**src/rtl/core/csump_pkg.sv**
```systemverilog
// csump_pkg: types and constants of the carrier-status use-mask parser
// no dependencies; used by the channel interface, the record walker, the top level and the checker

package csump_pkg;

   localparam int unsigned MASK_W   = 16;
   localparam int unsigned WORD_W   = 16;
   localparam int unsigned COUNT_W  = 18;

   localparam int unsigned CARRIER_BASE = 1;
   localparam int unsigned SKIP_WORDS   = 3;
   localparam int unsigned BRANCH_WORDS = 4;

   typedef enum logic [8:0] {
      PH_IDLE   = 9'b000000001,
      PH_CARNO  = 9'b000000010,
      PH_SKIP   = 9'b000000100,
      PH_BRCNT  = 9'b000001000,
      PH_BRWD   = 9'b000010000,
      PH_ALMCNT = 9'b000100000,
      PH_ALMWD  = 9'b001000000,
      PH_CRDCNT = 9'b010000000,
      PH_CRDWD  = 9'b100000000
   } phase_type;

   typedef struct packed {
      logic [WORD_W-1:0] word;
      logic              start_req;
   } req_payload_type;

   typedef struct packed {
      logic [MASK_W-1:0] use_mask;
      logic              bad_carrier;
   } rsp_payload_type;

   typedef struct packed {
      logic              done;
      logic [MASK_W-1:0] use_mask;
      logic              bad_carrier;
   } walk_result_type;

endpackage

```
**src/rtl/core/csump_chan_if.sv**
```systemverilog
// csump_chan_if: valid/ready channel carrying one payload per transaction
// payload type is given by the instantiating scope; depends on csump_pkg for its default

interface csump_chan_if #(
   parameter type payload_type = csump_pkg::req_payload_type
);
   logic        valid;
   logic        ready;
   payload_type payload;

   modport source (output valid, output payload, input ready);
   modport sink   (input valid, input payload, output ready);
endinterface

```
**src/rtl/core/csump_walker.sv**
```systemverilog
// csump_walker: phase state machine and counters that walk the carrier records
// depends on csump_pkg; stepped once per transaction by the top level

module csump_walker #(
   parameter int unsigned MAX_CARRIERS = 16
) (
   input  logic                          clock,
   input  logic                          reset,
   input  logic                          step,
   input  logic [csump_pkg::WORD_W-1:0]  word,
   input  logic                          start_req,
   output csump_pkg::walk_result_type    result
);

   localparam int unsigned BitIdxW = $clog2(csump_pkg::MASK_W);
   localparam logic [csump_pkg::WORD_W-1:0] MaxCarrier = csump_pkg::WORD_W'(MAX_CARRIERS);
   localparam logic [csump_pkg::WORD_W-1:0] MaskTop    = csump_pkg::WORD_W'(csump_pkg::MASK_W);
   localparam logic [csump_pkg::WORD_W-1:0] CarrierBase =
      csump_pkg::WORD_W'(csump_pkg::CARRIER_BASE);
   localparam logic [csump_pkg::WORD_W-1:0] One        = csump_pkg::WORD_W'(1);
   localparam logic [csump_pkg::COUNT_W-1:0] CountOne  = csump_pkg::COUNT_W'(1);

   csump_pkg::phase_type                phase_ff, phase_in;
   logic [csump_pkg::WORD_W-1:0]        carriers_ff, carriers_in;
   logic [csump_pkg::COUNT_W-1:0]       words_ff, words_in;
   logic [csump_pkg::MASK_W-1:0]        mask_ff, mask_in;
   logic                                bad_ff, bad_in;
   logic                                done;
   logic [BitIdxW-1:0]                  bit_idx;

   assign bit_idx = BitIdxW'(word - CarrierBase);

   always_comb begin
      phase_in    = phase_ff;
      carriers_in = carriers_ff;
      words_in    = words_ff;
      mask_in     = mask_ff;
      bad_in      = bad_ff;
      done        = 1'b0;
      if (step) begin
         if (start_req) begin
            mask_in     = '0;
            bad_in      = 1'b0;
            words_in    = '0;
            carriers_in = word;
            if (word == '0) begin
               phase_in = csump_pkg::PH_IDLE;
               done     = 1'b1;
            end else begin
               phase_in = csump_pkg::PH_CARNO;
            end
         end else begin
            unique case (phase_ff)
               csump_pkg::PH_CARNO: begin
                  if (word == '0 || word > MaxCarrier) begin
                     bad_in = 1'b1;
                  end else if (word <= MaskTop) begin
                     mask_in = mask_ff | (csump_pkg::MASK_W'(1) << bit_idx);
                  end
                  words_in = csump_pkg::COUNT_W'(csump_pkg::SKIP_WORDS);
                  phase_in = csump_pkg::PH_SKIP;
               end
               csump_pkg::PH_SKIP: begin
                  words_in = words_ff - CountOne;
                  if (words_ff == CountOne) phase_in = csump_pkg::PH_BRCNT;
               end
               csump_pkg::PH_BRCNT: begin
                  words_in = csump_pkg::COUNT_W'(word)
                           * csump_pkg::COUNT_W'(csump_pkg::BRANCH_WORDS);
                  phase_in = (word == '0) ? csump_pkg::PH_ALMCNT : csump_pkg::PH_BRWD;
               end
               csump_pkg::PH_BRWD: begin
                  words_in = words_ff - CountOne;
                  if (words_ff == CountOne) phase_in = csump_pkg::PH_ALMCNT;
               end
               csump_pkg::PH_ALMCNT: begin
                  words_in = csump_pkg::COUNT_W'(word);
                  phase_in = (word == '0) ? csump_pkg::PH_CRDCNT : csump_pkg::PH_ALMWD;
               end
               csump_pkg::PH_ALMWD: begin
                  words_in = words_ff - CountOne;
                  if (words_ff == CountOne) phase_in = csump_pkg::PH_CRDCNT;
               end
               csump_pkg::PH_CRDCNT: begin
                  words_in = csump_pkg::COUNT_W'(word);
                  if (word == '0) begin
                     carriers_in = carriers_ff - One;
                     done        = (carriers_ff == One);
                     phase_in    = done ? csump_pkg::PH_IDLE : csump_pkg::PH_CARNO;
                  end else begin
                     phase_in = csump_pkg::PH_CRDWD;
                  end
               end
               csump_pkg::PH_CRDWD: begin
                  words_in = words_ff - CountOne;
                  if (words_ff == CountOne) begin
                     carriers_in = carriers_ff - One;
                     done        = (carriers_ff == One);
                     phase_in    = done ? csump_pkg::PH_IDLE : csump_pkg::PH_CARNO;
                  end
               end
               default: begin
                  phase_in = csump_pkg::PH_IDLE;
               end
            endcase
         end
      end
   end

   always_ff @(posedge clock) begin
      if (reset) begin
         phase_ff    <= csump_pkg::PH_IDLE;
         carriers_ff <= '0;
         words_ff    <= '0;
         mask_ff     <= '0;
         bad_ff      <= 1'b0;
      end else begin
         phase_ff    <= phase_in;
         carriers_ff <= carriers_in;
         words_ff    <= words_in;
         mask_ff     <= mask_in;
         bad_ff      <= bad_in;
      end
   end

   assign result = '{done: done, use_mask: mask_in, bad_carrier: bad_in};

endmodule

```
**src/rtl/core/carrier_status_use_mask_parser.sv**
```systemverilog
// carrier_status_use_mask_parser: top level with input register, record walker, result buffer
// depends on csump_pkg, csump_chan_if and csump_walker

// Takes one message word per transaction and accepts a new word every cycle unless the result
// buffer is full and not being drained. Each accepted word is held in an input register and
// then updates the record walker, so a result is offered on rsp_if once the word that completes
// the message (the last card word or a zero card count of the last record, or a start word
// with a carrier count of zero) has gone through the input register into the result buffer.
// Results go into a two-entry buffer; words keep flowing while one result waits, and
// req_if.ready drops only when both entries are full and the downstream side is not taking
// one. A start word aborts any message in progress, which then gives no result.

module carrier_status_use_mask_parser #(
   parameter int unsigned MAX_CARRIERS = 16
) (
   input  logic          clock,
   input  logic          reset,
   csump_chan_if.sink    req_if,
   csump_chan_if.source  rsp_if
);

   logic                               in_valid_ff;
   logic [csump_pkg::WORD_W-1:0]       in_word_ff;
   logic                               in_start_ff;
   logic                               advance;
   logic                               push, pop;
   logic [1:0]                         count_ff, count_in;
   logic                               wr_ptr_ff, rd_ptr_ff;
   csump_pkg::rsp_payload_type         buf_ff [2];
   csump_pkg::walk_result_type         walk;

   assign pop     = rsp_if.valid && rsp_if.ready;
   assign advance = in_valid_ff && (count_ff != 2'd2 || pop);
   assign push    = advance && walk.done;
   assign req_if.ready = !in_valid_ff || advance;

   always_ff @(posedge clock) begin
      if (reset) begin
         in_valid_ff <= 1'b0;
      end else if (req_if.ready) begin
         in_valid_ff <= req_if.valid;
      end
   end

   always_ff @(posedge clock) begin
      if (req_if.valid && req_if.ready) begin
         in_word_ff  <= req_if.payload.word;
         in_start_ff <= req_if.payload.start_req;
      end
   end

   csump_walker #(
      .MAX_CARRIERS (MAX_CARRIERS)
   ) u_walker (
      .clock     (clock),
      .reset     (reset),
      .step      (advance),
      .word      (in_word_ff),
      .start_req (in_start_ff),
      .result    (walk)
   );

   always_comb begin
      count_in = count_ff;
      if (push && !pop) count_in = count_ff + 2'd1;
      else if (pop && !push) count_in = count_ff - 2'd1;
   end

   always_ff @(posedge clock) begin
      if (reset) begin
         count_ff  <= '0;
         wr_ptr_ff <= 1'b0;
         rd_ptr_ff <= 1'b0;
      end else begin
         count_ff <= count_in;
         if (push) wr_ptr_ff <= !wr_ptr_ff;
         if (pop)  rd_ptr_ff <= !rd_ptr_ff;
      end
   end

   always_ff @(posedge clock) begin
      if (push) begin
         buf_ff[wr_ptr_ff].use_mask    <= walk.use_mask;
         buf_ff[wr_ptr_ff].bad_carrier <= walk.bad_carrier;
      end
   end

   assign rsp_if.valid   = (count_ff != 2'd0);
   assign rsp_if.payload = buf_ff[rd_ptr_ff];

endmodule

```
**src/flat_wrapper.sv**
```systemverilog
// flat-port wrapper written by rule: the top's interface ports become plain ports
module carrier_status_use_mask_parser_flat 
#(
   parameter int unsigned MAX_CARRIERS = 16
)
  (clock, reset, req_if_valid, req_if_payload, req_if_ready, rsp_if_valid, rsp_if_payload, rsp_if_ready);
  csump_chan_if req_if_i ();
  csump_chan_if rsp_if_i ();
  input  logic clock;
  input  logic reset;
  input wire logic [$bits(req_if_i.valid)-1:0] req_if_valid;
  input wire logic [$bits(req_if_i.payload)-1:0] req_if_payload;
  output wire logic [$bits(req_if_i.ready)-1:0] req_if_ready;
  output wire logic [$bits(rsp_if_i.valid)-1:0] rsp_if_valid;
  output wire logic [$bits(rsp_if_i.payload)-1:0] rsp_if_payload;
  input wire logic [$bits(rsp_if_i.ready)-1:0] rsp_if_ready;
  assign req_if_i.valid = req_if_valid;
  assign req_if_i.payload = req_if_payload;
  assign req_if_ready = req_if_i.ready;
  assign rsp_if_valid = rsp_if_i.valid;
  assign rsp_if_payload = rsp_if_i.payload;
  assign rsp_if_i.ready = rsp_if_ready;
  carrier_status_use_mask_parser #(.MAX_CARRIERS(MAX_CARRIERS)) u_core (.clock(clock), .reset(reset), .req_if(req_if_i), .rsp_if(rsp_if_i));
endmodule
```
**config.mk**
```make
export PLATFORM = sky130hd
export DESIGN_NAME = carrier_status_use_mask_parser_flat
export DESIGN_NICKNAME = d
export VERILOG_FILES = /design/src/rtl/core/csump_pkg.sv /design/src/rtl/core/csump_chan_if.sv /design/src/rtl/core/csump_walker.sv /design/src/rtl/core/carrier_status_use_mask_parser.sv /design/src/flat_wrapper.sv
export SDC_FILE = /design/constraint.sdc
export NUM_CORES = 1
export LEC_CHECK = 0
export ABC_CLOCK_PERIOD_IN_PS = 3800
export BUFFER_PORTS_ARGS = -buffer_cell sky130_fd_sc_hd__buf_2
export CORE_MARGIN = 2
export CORE_UTILIZATION = 60
export CTS_CLUSTER_SIZE = 10
export DETAILED_ROUTE_END_ITERATION = 12
export PLACE_DENSITY = 0.88
export SYNTH_ARGS = -nofsm -noshare
export SYNTH_HDL_FRONTEND = slang
export SYNTH_SLANG_ARGS = --single-unit
```
**constraint.sdc**
```tcl
create_clock -name clock -period 3.8 [get_ports clock]
set_input_delay 0 -clock clock [delete_from_list [all_inputs] [get_ports clock]]
set_output_delay 0 -clock clock [all_outputs]
set_load 0.01 [all_outputs]
```
# After elaboration in Yosys (flattened, before gate mapping)
# Memory sizes are Yosys's and may differ from the RTL's. A register that Yosys moved wholly into a read port is not among the register bits.
# Index checks and enable logic that the tools add are counted.
# word_totals
ram_bits	34
reg_bits	82
out_inout_bits	19
mem_count	1
in_bits	21
word_cells	99
# classes
mux	38
bitwise	1
reduce_logical	24
shifts	1
order_cmp	2
addsub	5
n_eq_ne	16
# mem_list
memory	words	width	read_ports	rd_ports_with_merged_regs	wr	line_no	text
u_core.buf_ff	2	17	1	1	1	carrier_status_use_mask_parser.sv:29	csump_pkg::rsp_payload_type buf_ff [2];
# ops
operator	n
$mux W16	8
$pmux W18 S4	1
$pmux W9 S8	1
$mux W9	6
$pmux W16 S2	1
$eq A18 B1 Y1 const B	1
$mux W18	1
$sub A18 B1 Y18 const B	1
$eq A16 B1 Y1 const B	1
$gt A16 B5 Y1 const B	1
$le A16 B5 Y1 const B	1
$logic_not A16 Y1	1
$or A16 B16 Y16	1
$shl A1 B4 Y16 const A	1
$sub A16 B1 Y16 const B	1
$ne A3 B2 Y1 const B	5
$mux W1	13
$eq A9 B2 Y1 const B	1
$eq A9 B3 Y1 const B	1
$eq A9 B4 Y1 const B	1
$eq A9 B5 Y1 const B	1
$eq A9 B6 Y1 const B	1
$eq A9 B7 Y1 const B	1
$eq A9 B8 Y1 const B	1
20 further kinds	35

# Logic depth before layout (Yosys ltp)
# logic_depth
word_depth	10
depth_mapped	11
mapped_depth_nobuf	10

# Hierarchy
# From an unflattened synthesis, not the netlist that was laid out.
# unflattened
hier_cells	595
hier_area_um2	5718.0
# by_module_without_submodules
mod	seq_area_each_um2	n_inst	area_each_um2	cells_each
csump_walker	1201.2	1	3716.1	494
carrier_status_use_mask_parser	1651.6	1	2001.9	101

# Least setup slack after synthesis
# OpenSTA, ideal clock, no wires.
# synth_timing
path_type	register to register
from	register u_core.in_word_ff[0] in the netlist's numbering
to	memory u_core.buf_ff[0][0] in the netlist's numbering, enable pin
t_required_ns	3.409
path_slack_ns	0.979
path_buffers	2
setup_time_ns	0.391
arrival_time_ns	2.430
path_stages_with_launch	8
synth_period_minus_slack_ns	2.821
path_cell_list	edfxtp_1 clkbuf_1 nor4_2 and4_1 clkbuf_1 and2_4 o221ai_1 nor2_1
# synth_via
elab_chain_len	8
word_cells_on_any_way	9
cone_classes	mux: 7; reduce/logical: 2
# synth_lines
element	line_no	text
start: declaration	carrier_status_use_mask_parser.sv:23	logic [csump_pkg::WORD_W-1:0] in_word_ff;
start signal: assignment	carrier_status_use_mask_parser.sv:47	in_word_ff <= req_if.payload.word;
$logic_not A16 Y1 *	csump_walker.sv:46, csump_walker.sv:86	
$mux W1	csump_walker.sv:86	if (word == '0) begin
$pmux W1 S2	csump_walker.sv:53	unique case (phase_ff)
$mux W1 *	csump_walker.sv:41	if (start_req) begin
$mux W1 *	csump_walker.sv:40	if (step) begin
$logic_and A1 B1 Y1 *	carrier_status_use_mask_parser.sv:34	assign push = advance && walk.done;
$mux W1 *	carrier_status_use_mask_parser.sv:82	if (push) begin
$mux W1 (not written as such) *	carrier_status_use_mask_parser.sv:84	buf_ff[wr_ptr_ff].bad_carrier <= walk.bad_carrier;
end: declaration	carrier_status_use_mask_parser.sv:29	
# Every way passes the cells marked *; elsewhere a longest branch is shown, timed or not.

# Worst setup path in the final report
# layout_timing
from	register u_core.in_word_ff[2] in the netlist's numbering
to	memory u_core.buf_ff[1][11] in the netlist's numbering, enable pin
# layout_via
elab_chain_len	8
word_cells_on_any_way	9
cone_classes	mux: 7; reduce/logical: 2
# layout_lines
element	line_no	text
$logic_not A16 Y1 *	csump_walker.sv:46, csump_walker.sv:86	
$mux W1	csump_walker.sv:86	
$pmux W1 S2	csump_walker.sv:53	
$mux W1 *	csump_walker.sv:41	
$mux W1 *	csump_walker.sv:40	
$logic_and A1 B1 Y1 *	carrier_status_use_mask_parser.sv:34	
$mux W1 *	carrier_status_use_mask_parser.sv:82	
$mux W1 (not written as such) *	carrier_status_use_mask_parser.sv:83	buf_ff[wr_ptr_ff].use_mask <= walk.use_mask;
# Marked as above.

==> run_results.csv <==
group,metric,value,unit
floorplan,die_h,101,µm
yosys,yosysWarnings,0,
timing,min_period,3.08,ns
yosys,ys_seq_area_share,50.0,%
global_routing,grt_pass1_wl,22600,µm
timing,worst_pin_slew,0.972,ns
yosys,synth_top_area_share,26.9,%
yosys,synth_ff_type,"dfxtp_1",
setup_path,required,3.96,ns
yosys,synth-edff-count,51,
detailed_routing,routedWlPerCell,17.8,µm
timing,finalMaxSlewViolations,0,
detailed_routing,firstDrtPassIters,6,
floorplan,start_util,61.7,%
global_routing,grt_use_total,28.4,%
floorplan,rows,35,
min_path,hold_path_class,"in2reg",
setup_path,crit_type,"reg2reg",
yosys,synth_top_area_cell,"edfxtp_1",
placed_design,dp.cells,735,
cts,clock_latency,0.53,ns
setup_path,worstPathArrival,3.24,ns
setup_path,crit_path_max_fanout,17,
cts,cts_tree,"done",
yosys,ys_ff_latch,117,
floorplan,dieArea,0.0103,mm²
power_and_ir_drop,p_leak,0.00247,µW
run,cap_violations,0,
finish,final_nets,671,
finish,fin_util,72.5,%
min_path,min_to,"u_core.in_valid_ff",
placed_design,place.port_buffers,39,
min_path,whs_path_depth,2,
cts,clock-sinks,117,
timing,rsz0062_at_grt,"no",
global_routing,grt_pass1_vias,4765,
yosys,syn_area_per_cell,9.47,µm²
setup_path,critPathCaptureType,"flop",
finish,drive_gt1_share,17.3,%
placed_design,place_congestion,0.939,
setup_path,r2r_cells,6,
finish,final_cells,787,
finish,diodes,0,
timing,hold_viol_final,0,
finish,final_cell_mix,"nor2_1, dfxtp_1, edfxtp_1, o21ai_0, a21oi_1",
setup_path,r2r_slack,0.72,ns
yosys,synth_cell_types,68,
timing,setup_viol,0,
timing,min_period_over_period,81.1,%
timing,clock.fmax,324,MHz
setup_path,critPathLaunchType,"flop",
power_and_ir_drop,pwr_density_cell,492,mW/mm²
placed_design,place_area,0.00592,mm²
detailed_routing,vias_per_cell,6.33,
detailed_routing,wirelength,14000,µm
timing,finClkSkew,0.00700,ns
timing,relSlewSlack,35.2,%
floorplan,ioPinCount,40,
detailed_routing,vias,4979,
cts,cts.clk_slew.worst_paths,0.06,ns
finish,final_area,0.00670,mm²
detailed_routing,ant_nets,0,
timing,layout_setup_ws,0.717,ns
floorplan,die_w,101,µm
cts,cts_buffers,17,
floorplan,coreArea,0.00924,mm²
yosys,netlist_instances,602,
finish,layout_commonest_cell,"nor2_1",
detailed_routing,drc,0,
setup_path,r2r_start,"u_core.in_word_ff[2]",
placed_design,dp_hpwl,8960,µm
finish,area_growth,17.4,%
min_path,min_from,"reset",
yosys,ys_top_cells_by_area,"edfxtp_1, dfxtp_1, nor2_1",
setup_path,worstReg2RegEnd,"u_core.buf_ff[1][11]",
timing,fin_setup_tns,0,ns
yosys,synth_fp_nets,628,
outcome,status,"finished, final reports clean",
yosys,synthArstFlopShare,0,%
global_routing,grt_antenna_before_repair,0,
global_routing,overflow,0,
cts,htreeDepth,4,
cts,clock_path_buffers,2,
global_routing,grt_max_degree,42,
yosys,synth_area,0.00570,mm²
placed_design,preCtsSetupSlack,0.818,ns
power_and_ir_drop,peakVddDrop,0.314,mV
cts,root_buffer,"clkbuf_8",
detailed_routing,drtIter0Drc,611,
## worst max-delay path, stage by stage, from the launching register on
cell and delay (ns):
edfxtp_1 0.57, nor4_2 0.51, and4_1 0.43, and2_4 0.21
o221ai_1 0.19, inv_1 0.15, and2_1 0.63
## stage by stage
step / power [µW] / hold WS (ns)
finish: 3290 / 0.0328
global route: 3390 / 0.0767
CTS: 3290 / 0.0267
detailed placement: 1720 / 0.178
global placement: 1710 / 0.177
floorplan: 1630 / 0.0989
## synthesized netlist by cell type (all sizes together) (2+ instances only)
cell,number
a31oi,7
nor2,99
nor3,31
xor2,6
and3,9
inv,10
nor4,14
nor2b,8
nand2,19
nand2b,10
mux2i,4
or4,6
a211oi,2
a221oi,5
nand3,9
o21ai,55
or4b,2
nor3b,5
or3b,3
or2,9
xnor2,2
or3,3
and2,9
dfxtp,66
a22oi,6
clkbuf,28
and4,2
buf,13
a21oi,47
a222oi,9
nor4b,4
nand4,3
mux2,17
ha,5
edfxtp,51
o31ai,7
## sequential cells by signal, indices dropped and copies added (netlist names), 2 cells and up, named ones only
signal,count
u_core.u_walker.words_ff,18
u_core.count_ff,2
u_core.u_walker.mask_ff,16
u_core.u_walker.carriers_ff,16
u_core.u_walker.phase_ff,9
u_core.in_word_ff,16
u_core.buf_ff,34
## final cells by class
class                           count  area (µm²)
Fill cell                         667        2540
Inverter                           10        37.5
Timing Repair Buffer               65         440
Clock inverter                     13         149
Sequential cell                   117        2850
Multi-Input combinational cell    434        2630
Clock buffer                       19         432
Tap cell                          129         161
## cells by family after synthesis
| kind of cell | after synthesis | share of synthesized area, % |
|---|---|---|
| AND/OR/NAND/NOR | 248 | 23.3 |
| XOR/XNOR | 8 | 1.23 |
| flip-flops | 117 | 50.0 |
| adder cells (fa/ha/maj) | 5 | 1.10 |
| buffers and inverters | 51 | 3.95 |
| multiplexers | 21 | 4.06 |
| AO/OA/AOI/OAI | 152 | 16.3 |
## what timing repair did
action / 4_1_cts / 5_1_grt
hold buffers: 20 / 0
hold endpoints to repair: 20 / 0
buffers inserted: 0 / 0
gates resized for setup: 0 / 0
## worst max-delay path by stage
| stage | start | endpoint | slack, ns | cells after the start |
|---|---|---|---|---|
| 6_report | u_core.in_word_ff[2] | u_core.buf_ff[1][11] | 0.72 | 6 |
| 5_1_grt | u_core.in_word_ff[2] | u_core.buf_ff[1][12] | 0.62 | 6 |
| 3_3_place_gp | u_core.in_word_ff[1] | u_core.buf_ff[1][12] | 0.93 | 6 |
| 3_5_place_dp | u_core.in_word_ff[1] | u_core.buf_ff[1][12] | 0.82 | 6 |
| 2_1_floorplan | u_core.in_word_ff[0] | u_core.buf_ff[0][0] | 0.98 | 7 |
| 4_1_cts | u_core.in_word_ff[1] | u_core.buf_ff[1][12] | 0.78 | 6 |
## power by group
| group | internal [µW] | switching (µW) |
|---|---|---|
| sequential | 1340 | 57.2 |
| combinational | 144 | 181 |
| clock | 958 | 612 |
## routing by layer
| layer | vias up | wire length, µm | track usage (%) |
|---|---|---|---|
| met1 | 2336 | 5550 | 32.6 |
| li1 | 2315 | - | - |
| met5 | - | 0 | 0 |
| met3 | 50 | 1000 | 6.49 |
| met2 | 278 | 6880 | 48.1 |
| met4 | 0 | 571 | 17.6 |
No activity file was read; power rests on OpenSTA's default activity.
